--- src/rtl/ccp_pkg.sv ---
package ccp_pkg;

  localparam int unsigned LINE_BYTES_DEF = 32;
  localparam int unsigned GRID_CELLS_DEF = 8;

  localparam int unsigned BYTE_W   = 8;
  localparam int unsigned FRAME_W  = 12;
  localparam int unsigned MAG_W    = 16;
  localparam int unsigned CELL_W   = 3;
  localparam int unsigned STATUS_W = 2;

  localparam logic [MAG_W-1:0]   MAG_MAX          = 16'hFFFF;
  localparam logic [FRAME_W-1:0] FRAME_WIDTH_RST  = 12'd160;
  localparam logic [FRAME_W-1:0] FRAME_HEIGHT_RST = 12'd120;
  localparam int unsigned        TARGET_RST       = 3;

  localparam logic [BYTE_W-1:0] CH_NUL   = 8'h00;
  localparam logic [BYTE_W-1:0] CH_TAB   = 8'h09;
  localparam logic [BYTE_W-1:0] CH_NL    = 8'h0A;
  localparam logic [BYTE_W-1:0] CH_CR    = 8'h0D;
  localparam logic [BYTE_W-1:0] CH_SPACE = 8'h20;
  localparam logic [BYTE_W-1:0] CH_PLUS  = 8'h2B;
  localparam logic [BYTE_W-1:0] CH_COMMA = 8'h2C;
  localparam logic [BYTE_W-1:0] CH_MINUS = 8'h2D;
  localparam logic [BYTE_W-1:0] CH_ZERO  = 8'h30;
  localparam logic [BYTE_W-1:0] CH_NINE  = 8'h39;

  typedef enum logic [2:0] {
    PH_X_WS,
    PH_X_SIGN,
    PH_X_DIG,
    PH_Y_WS,
    PH_Y_SIGN,
    PH_Y_DIG,
    PH_DONE,
    PH_FAIL
  } phase_e;

  typedef enum logic [1:0] {
    S_IDLE,
    S_CHECK,
    S_DIV,
    S_OUT
  } seq_e;

  typedef enum logic [STATUS_W-1:0] {
    STAT_UPDATED,
    STAT_EMPTY,
    STAT_PARSE_FAIL,
    STAT_RANGE
  } status_e;

  typedef enum logic [0:0] {
    REG_FRAME_WIDTH,
    REG_FRAME_HEIGHT
  } reg_idx_e;

  function automatic logic is_space(input logic [BYTE_W-1:0] c);
    return (c == CH_SPACE) || ((c >= CH_TAB) && (c <= CH_CR));
  endfunction

  function automatic logic is_digit(input logic [BYTE_W-1:0] c);
    return (c >= CH_ZERO) && (c <= CH_NINE);
  endfunction

endpackage

--- src/rtl/coordinate_command_parser_unit.sv ---
// channel  | valid       | stall       | payload
// ---------+-------------+-------------+------------------------------------
// request  | in_valid_i  | in_stall_o  | rx_byte_i
// result   | out_valid_o | out_stall_i | cell_col_o, cell_row_o, line_status_o
// config   | cfg_we_i    | -           | cfg_idx_i, cfg_data_i
//
// a byte that does not end a line is taken with no stall
// a line end goes through a check state, then through the
// shared compare-subtract divider when the target is updated, then the result
// is held until taken; the input stalls from line end until the result goes
// reset puts frame size at 160x120, target cell at 3,3 and clears the line
module coordinate_command_parser_unit
  import ccp_pkg::*;
#(
  parameter int unsigned LINE_BYTES = LINE_BYTES_DEF,
  parameter int unsigned GRID_CELLS = GRID_CELLS_DEF
) (
  input  logic                clk_i,
  input  logic                rst_ni,
  input  logic                in_valid_i,
  output logic                in_stall_o,
  input  logic [BYTE_W-1:0]   rx_byte_i,
  output logic                out_valid_o,
  input  logic                out_stall_i,
  output logic [CELL_W-1:0]   cell_col_o,
  output logic [CELL_W-1:0]   cell_row_o,
  output logic [STATUS_W-1:0] line_status_o,
  input  logic                cfg_we_i,
  input  logic [0:0]          cfg_idx_i,
  input  logic [FRAME_W-1:0]  cfg_data_i
);

  localparam int unsigned CW = $clog2(LINE_BYTES);
  localparam int unsigned QW = $clog2(GRID_CELLS);
  localparam int unsigned TW = (QW > CELL_W) ? QW : CELL_W;
  localparam int unsigned SW = (QW > 1) ? $clog2(QW) : 1;
  localparam int unsigned DW = FRAME_W + QW;
  localparam int unsigned PW = MAG_W + 4;

  seq_e                 state_q, state_d;
  phase_e               phase_q, phase_d;
  logic [MAG_W-1:0]     x_q, x_d, y_q, y_d;
  logic                 xneg_q, xneg_d, yneg_q, yneg_d;
  logic [CW-1:0]        cnt_q, cnt_d;
  logic [TW-1:0]        tcol_q, tcol_d, trow_q, trow_d;
  logic [FRAME_W-1:0]   width_q, height_q;
  status_e              status_q, status_d;
  logic [DW-1:0]        rem_q, rem_d;
  logic [TW-1:0]        quo_q, quo_d;
  logic [SW-1:0]        step_q, step_d;
  logic                 sel_q, sel_d;

  logic                 acc_is_y;
  logic [MAG_W-1:0]     acc;
  logic [PW-1:0]        prod;
  logic [MAG_W-1:0]     acc_next;
  logic [FRAME_W-1:0]   mul_in;
  logic [DW-1:0]        mul_out;
  logic [DW-1:0]        div_shift;
  logic                 fits;
  logic [TW-1:0]        quo_next;
  logic                 x_bad, y_bad;

  // shared digit accumulator: v*10 + d, saturating
  always_comb begin
    acc_is_y = (phase_q == PH_Y_WS) || (phase_q == PH_Y_SIGN) || (phase_q == PH_Y_DIG);
    acc      = acc_is_y ? y_q : x_q;
    prod     = {acc, 3'b000} + {2'b00, acc, 1'b0} + PW'(rx_byte_i[3:0]);
    acc_next = (prod > PW'(MAG_MAX)) ? MAG_MAX : prod[MAG_W-1:0];
  end

  // shared multiplier and compare-subtract divider
  always_comb begin
    mul_in    = (state_q == S_CHECK) ? x_q[FRAME_W-1:0] : y_q[FRAME_W-1:0];
    mul_out   = DW'(mul_in) * DW'(GRID_CELLS);
    div_shift = DW'(sel_q ? height_q : width_q) << step_q;
    fits      = rem_q >= div_shift;
    quo_next  = {quo_q[TW-2:0], fits};
    x_bad     = (xneg_q && (x_q != '0)) || (x_q >= MAG_W'(width_q));
    y_bad     = (yneg_q && (y_q != '0)) || (y_q >= MAG_W'(height_q));
  end

  always_comb begin
    state_d  = state_q;
    phase_d  = phase_q;
    x_d      = x_q;
    y_d      = y_q;
    xneg_d   = xneg_q;
    yneg_d   = yneg_q;
    cnt_d    = cnt_q;
    tcol_d   = tcol_q;
    trow_d   = trow_q;
    status_d = status_q;
    rem_d    = rem_q;
    quo_d    = quo_q;
    step_d   = step_q;
    sel_d    = sel_q;

    unique case (state_q)
      S_IDLE: begin
        if (in_valid_i) begin
          if (rx_byte_i == CH_NL) begin
            state_d = S_CHECK;
          end else begin
            cnt_d = cnt_q + 1'b1;
            if (cnt_d == CW'(LINE_BYTES - 1)) begin
              state_d = S_CHECK;
            end
            if ((phase_q != PH_DONE) && (phase_q != PH_FAIL)) begin
              if (rx_byte_i == CH_NUL) begin
                phase_d = (phase_q == PH_Y_DIG) ? PH_DONE : PH_FAIL;
              end else begin
                unique case (phase_q)
                  PH_X_WS, PH_Y_WS: begin
                    if (is_space(rx_byte_i)) begin
                      phase_d = phase_q;
                    end else if ((rx_byte_i == CH_PLUS) || (rx_byte_i == CH_MINUS)) begin
                      if (acc_is_y) begin
                        yneg_d  = rx_byte_i == CH_MINUS;
                        phase_d = PH_Y_SIGN;
                      end else begin
                        xneg_d  = rx_byte_i == CH_MINUS;
                        phase_d = PH_X_SIGN;
                      end
                    end else if (is_digit(rx_byte_i)) begin
                      if (acc_is_y) begin
                        y_d     = acc_next;
                        phase_d = PH_Y_DIG;
                      end else begin
                        x_d     = acc_next;
                        phase_d = PH_X_DIG;
                      end
                    end else begin
                      phase_d = PH_FAIL;
                    end
                  end
                  PH_X_SIGN, PH_Y_SIGN: begin
                    if (is_digit(rx_byte_i)) begin
                      if (acc_is_y) begin
                        y_d     = acc_next;
                        phase_d = PH_Y_DIG;
                      end else begin
                        x_d     = acc_next;
                        phase_d = PH_X_DIG;
                      end
                    end else begin
                      phase_d = PH_FAIL;
                    end
                  end
                  PH_X_DIG: begin
                    if (is_digit(rx_byte_i)) begin
                      x_d = acc_next;
                    end else if (rx_byte_i == CH_COMMA) begin
                      phase_d = PH_Y_WS;
                    end else begin
                      phase_d = PH_FAIL;
                    end
                  end
                  PH_Y_DIG: begin
                    if (is_digit(rx_byte_i)) begin
                      y_d = acc_next;
                    end else begin
                      phase_d = PH_DONE;
                    end
                  end
                  PH_DONE, PH_FAIL: begin
                    phase_d = phase_q;
                  end
                endcase
              end
            end
          end
        end
      end

      S_CHECK: begin
        priority if (cnt_q == '0) begin
          status_d = STAT_EMPTY;
        end else if ((phase_q != PH_Y_DIG) && (phase_q != PH_DONE)) begin
          status_d = STAT_PARSE_FAIL;
        end else if (x_bad || y_bad) begin
          status_d = STAT_RANGE;
        end else begin
          status_d = STAT_UPDATED;
        end
        if (status_d == STAT_UPDATED) begin
          sel_d   = 1'b0;
          rem_d   = mul_out;
          quo_d   = '0;
          step_d  = SW'(QW - 1);
          state_d = S_DIV;
        end else begin
          state_d = S_OUT;
        end
      end

      S_DIV: begin
        if (fits) begin
          rem_d = rem_q - div_shift;
        end
        quo_d  = quo_next;
        step_d = step_q - 1'b1;
        if (step_q == '0) begin
          if (!sel_q) begin
            tcol_d = quo_next;
            sel_d  = 1'b1;
            rem_d  = mul_out;
            quo_d  = '0;
            step_d = SW'(QW - 1);
          end else begin
            trow_d  = quo_next;
            state_d = S_OUT;
          end
        end
      end

      S_OUT: begin
        if (!out_stall_i) begin
          state_d = S_IDLE;
        end
      end
    endcase

    // line buffer is cleared as the result is presented
    if ((state_q != S_OUT) && (state_d == S_OUT)) begin
      phase_d = PH_X_WS;
      x_d     = '0;
      y_d     = '0;
      xneg_d  = 1'b0;
      yneg_d  = 1'b0;
      cnt_d   = '0;
    end
  end

  always_ff @(posedge clk_i or negedge rst_ni) begin
    if (!rst_ni) begin
      state_q <= S_IDLE;
      phase_q <= PH_X_WS;
      x_q     <= '0;
      y_q     <= '0;
      xneg_q  <= 1'b0;
      yneg_q  <= 1'b0;
      cnt_q   <= '0;
      tcol_q  <= TW'(TARGET_RST);
      trow_q  <= TW'(TARGET_RST);
      step_q  <= '0;
      sel_q   <= 1'b0;
    end else begin
      state_q <= state_d;
      phase_q <= phase_d;
      x_q     <= x_d;
      y_q     <= y_d;
      xneg_q  <= xneg_d;
      yneg_q  <= yneg_d;
      cnt_q   <= cnt_d;
      tcol_q  <= tcol_d;
      trow_q  <= trow_d;
      step_q  <= step_d;
      sel_q   <= sel_d;
    end
  end

  always_ff @(posedge clk_i) begin
    status_q <= status_d;
    rem_q    <= rem_d;
    quo_q    <= quo_d;
  end

  // frame size registers
  always_ff @(posedge clk_i or negedge rst_ni) begin
    if (!rst_ni) begin
      width_q  <= FRAME_WIDTH_RST;
      height_q <= FRAME_HEIGHT_RST;
    end else if (cfg_we_i) begin
      unique case (reg_idx_e'(cfg_idx_i))
        REG_FRAME_WIDTH:  width_q  <= cfg_data_i;
        REG_FRAME_HEIGHT: height_q <= cfg_data_i;
      endcase
    end
  end

  assign in_stall_o    = state_q != S_IDLE;
  assign out_valid_o   = state_q == S_OUT;
  assign cell_col_o    = tcol_q[CELL_W-1:0];
  assign cell_row_o    = trow_q[CELL_W-1:0];
  assign line_status_o = status_q;

endmodule
--- config.mk ---
export PLATFORM = sky130hd
export DESIGN_NAME = coordinate_command_parser_unit
export DESIGN_NICKNAME = d
export VERILOG_FILES = /design/src/rtl/ccp_pkg.sv /design/src/rtl/coordinate_command_parser_unit.sv
export SDC_FILE = /design/constraint.sdc
export NUM_CORES = 1
export LEC_CHECK = 0
export BUFFER_PORTS_ARGS = -buffer_cell sky130_fd_sc_hd__buf_2
export CORE_ASPECT_RATIO = 0.7
export CORE_MARGIN = 2
export CORE_UTILIZATION = 57
export DETAILED_ROUTE_END_ITERATION = 10
export PLACE_DENSITY = 0.74
export SYNTH_ARGS = -nofsm -noshare
export SYNTH_HDL_FRONTEND = slang
export SYNTH_SLANG_ARGS = --single-unit
--- constraint.sdc ---
create_clock -name clk_i -period 4.68 [get_ports clk_i]
set_input_delay 0.702 -clock clk_i [delete_from_list [all_inputs] [get_ports clk_i]]
set_output_delay 0.702 -clock clk_i [all_outputs]
set_load 0.1 [all_outputs]
==> impl_metrics.env <==
export IMPL_clk_latency_ns=0.35
export IMPL_synthArstFlopShare_pct=80.2
export IMPL_setup_viol=0
export IMPL_timing_final_crit_share_pct=94.5
export IMPL_synth_edf_count=19
export IMPL_synth_compound_area_share_pct=19.4
export IMPL_crit_arrival_ns=4.66
export IMPL_post_place_cells=917
export IMPL_grt_overflow=0
export IMPL_place_congestion=0.907
export IMPL_portBuffers=35
export IMPL_dp_hpwl_um=13700
export IMPL_grt_pass1_wl_um=30200
export IMPL_clock_sinks=96
export IMPL_critPathLaunchType="flop"
export IMPL_fillers=1007
export IMPL_clock_skew_ns=0.0123
export IMPL_yosysTopAreaCell="dfrtp_1"
export IMPL_fmax_ghz=0.226
export IMPL_die_y_um=99.4
export IMPL_synthTopCellsByArea="dfrtp_1, ha_1, edfxtp_1"
export IMPL_initial_core_util_pct=59.1
export IMPL_slew_headroom_pct=24.7
export IMPL_critPathRequiredTime_ns=4.92
export IMPL_antenna_found_initial=1
export IMPL_cts_setup_buffers=0
export IMPL_numCtsBuffers=9
export IMPL_yosysUniqueCellTypes=68
export IMPL_synth_top_family_by_area="compound AO/OA/AOI/OAI gates"
export IMPL_cts_htree_levels=3
export IMPL_final_layout_size_suffix_gt1_share_pct=17.4
export IMPL_drt_wl_total_um=18200
export IMPL_synth_fp_nets=847
export IMPL_slew_viol_final=0
export IMPL_fin_ws_ns=0.259
export IMPL_synth_mux_area_share_pct=12.1
export IMPL_tns_ns=0
export IMPL_critical_path_class="reg2reg"
export IMPL_netlist_top_cells_count="ha_1, dfrtp_1, inv_1"
export IMPL_worstPathMaxFanout=14
export IMPL_synth_xor_area_share_pct=3.31
export IMPL_ant_nets=0
export IMPL_final_nets=874
export IMPL_first_pass_iters=6
export IMPL_avgSynthCellArea_um2=10.0
export IMPL_p_leak_nw=3.72
export IMPL_r2r_start="phase_q[1]$_DFFE_PN0P_"
export IMPL_ys_flop_type="dfrtp_1"
export IMPL_ys_ff_latch=96
export IMPL_die_w_um=140
export IMPL_ir_drop_mv=0.268
export IMPL_area_growth_syn_to_layout_pct=8.37
export IMPL_grt_pass1_vias=5887
export IMPL_status="completed"
export IMPL_dpl_cell_area_um2=7720
export IMPL_core_um2=12500
export IMPL_num_vias=6072
export IMPL_ys_warn_count=0
export IMPL_synth_cells=739
export IMPL_total_power_w=0.00522
export IMPL_hold_path_class="in2async"
export IMPL_reg2reg_depth=14
export IMPL_synth_top_area_share_pct=22.6
export IMPL_reg2reg_setup_slack_ns=0.26
export IMPL_worstReg2RegEnd="x_q[3]$_DFFE_PN0P_"
export IMPL_cts_buffer_depth=2
export IMPL_fin_area_um2=8030
export IMPL_io_pins=36
export IMPL_drc_errors=0
export IMPL_hold_buffers=0
export IMPL_wl_per_cell_um=19.5
export IMPL_synth_area_um2=7410
export IMPL_timing_hold_violations_final=0
export IMPL_synth_seq_area_share_pct=33.9
export IMPL_powerDensity_nw_per_um2=650
export IMPL_grtUsageTotal_pct=27.1
export IMPL_synthSimpleGateAreaFrac_pct=12.6
export IMPL_cts_clk_slew_worst_paths_ns=0.07
export IMPL_cts_tree="yes"
export IMPL_layout_cells_non_filler=934
export IMPL_end_kind="flop"
export IMPL_worst_pin_slew_ns=1.13
export IMPL_rsz0062_at_grt="no"
export IMPL_synthAdderAreaFrac_pct=14.1
export IMPL_vias_per_cell=6.50
export IMPL_maxCapViolCount=0
export IMPL_rows=34
export IMPL_grt_max_degree=78
export IMPL_dp_slack_ns=0.119
export IMPL_period_needed_ns=4.42
export IMPL_synth_most_common_cell="ha_1"
export IMPL_cts_root_buf="clkbuf_16"
export IMPL_die_area_um2=13900
export IMPL_first_iter_violations=675
logic make-up (layout without fill, tap and decap cells):
family                     after synthesis  count (layout)
xor gates and xnor gates                28              28
other                                    0               1
buffers and inverters                   80             112
muxes                                   72              72
DFF                                     96              96
adders and majority gates               82              82
AOI/OAI and AO/OA                      193             193
and+or+nand+nor                        188             188
layout make-up:
class                      count  area (um2)  share of cell area (%)
sequential                    96        2510                    31.3
clock inverter                 4        27.5                   0.343
multi-input combinational    563        4590                    57.1
timing repair buffer          45         253                    3.15
clock buffer                  12         258                    3.21
antenna                        1        2.50                  0.0312
inverter                      51         191                    2.38
tap                          162         203                    2.52
registers in the layout, summed over array words and instances (netlist names):
signal	count
x_q	16
y_q	16
rem_q	15
height_q	12
width_q	12
cnt_q	5
cell_col_o	3
cell_row_o	3
phase_q	3
line_status_o	2
quo_q	2
state_q	2
step_q	2
sel_q	1
xneg_q	1
yneg_q	1
power by group:
part	switching, W	total [W]	internal (W)
clock	0.000323	0.000715	0.000393
combinational	0.00195	0.00314	0.00119
sequential	0.000217	0.00136	0.00115
layer usage:
metal	share of wire, %	GRT usage [%]	up-vias
met4	1.7	6.84	0
met2	44	41.8	241
met3	7.2	5.15	38
met5	0	0	-
li1	-	-	2840
met1	47	39.7	2953
critical path, cell delays in order, from the launching register on:
cell and delay [ns]:
dfrtp_1 0.40, nand2_1 0.12, mux2i_4 0.26, mux2_2 0.41, ha_1 0.29, ha_1 0.24, fa_1 0.42, a21oi_1 0.27
nor3_1 0.10, or3_1 0.39, o31a_1 0.29, and4b_1 0.26, o211a_1 0.27, nand2_2 0.26, o221a_2 0.32
cells in the final DEF, fill, tap and decap left out, drive strengths merged, types with 5 or more instances in the layout:
cell and n:
nor3 17, or3 5, nand4 12, dfstp 10, nor2 48, edfxtp 19
o21ai 35, ha 79, nand3 10, nor4 8, a21oi 46, a21o 8
dfrtp 67, buf 45, and2 7, nand2b 5, o211ai 6, xnor2 15
a31oi 7, mux2 33, clkbuf 12, xor2 13, nand2 49, inv 50
o31ai 6, mux2i 28, nor2b 16, o221a 29, mux4 11, a211oi 17
stage by stage:
stage               util [%]  hold WS [ns]
CTS                     63.8         0.492
global route            64.0         0.508
detailed placement      61.6         0.482
global placement        61.6         0.465
finish                  64.0         0.482
floorplan                  -         0.406
worst max-delay path by stage:
stage,from,end,slack [ns]
3_3_place_gp,phase_q[1]$_DFFE_PN0P_,y_q[5]$_DFFE_PN0P_,0.27
3_5_place_dp,phase_q[1]$_DFFE_PN0P_,y_q[5]$_DFFE_PN0P_,0.12
2_1_floorplan,phase_q[2]$_DFFE_PN0P_,x_q[10]$_DFFE_PN0P_,0.07
6_report,phase_q[1]$_DFFE_PN0P_,x_q[3]$_DFFE_PN0P_,0.26
4_1_cts,phase_q[1]$_DFFE_PN0P_,y_q[5]$_DFFE_PN0P_,0.08
5_1_grt,phase_q[1]$_DFFE_PN0P_,x_q[2]$_DFFE_PN0P_,0.002
what timing repair did:
item,CTS,global route
setup endpoints to repair,0,29
endpoints found under the hold margin,0,0
resized for setup,0,4
Note: power is estimated with default switching activity, not from simulation.
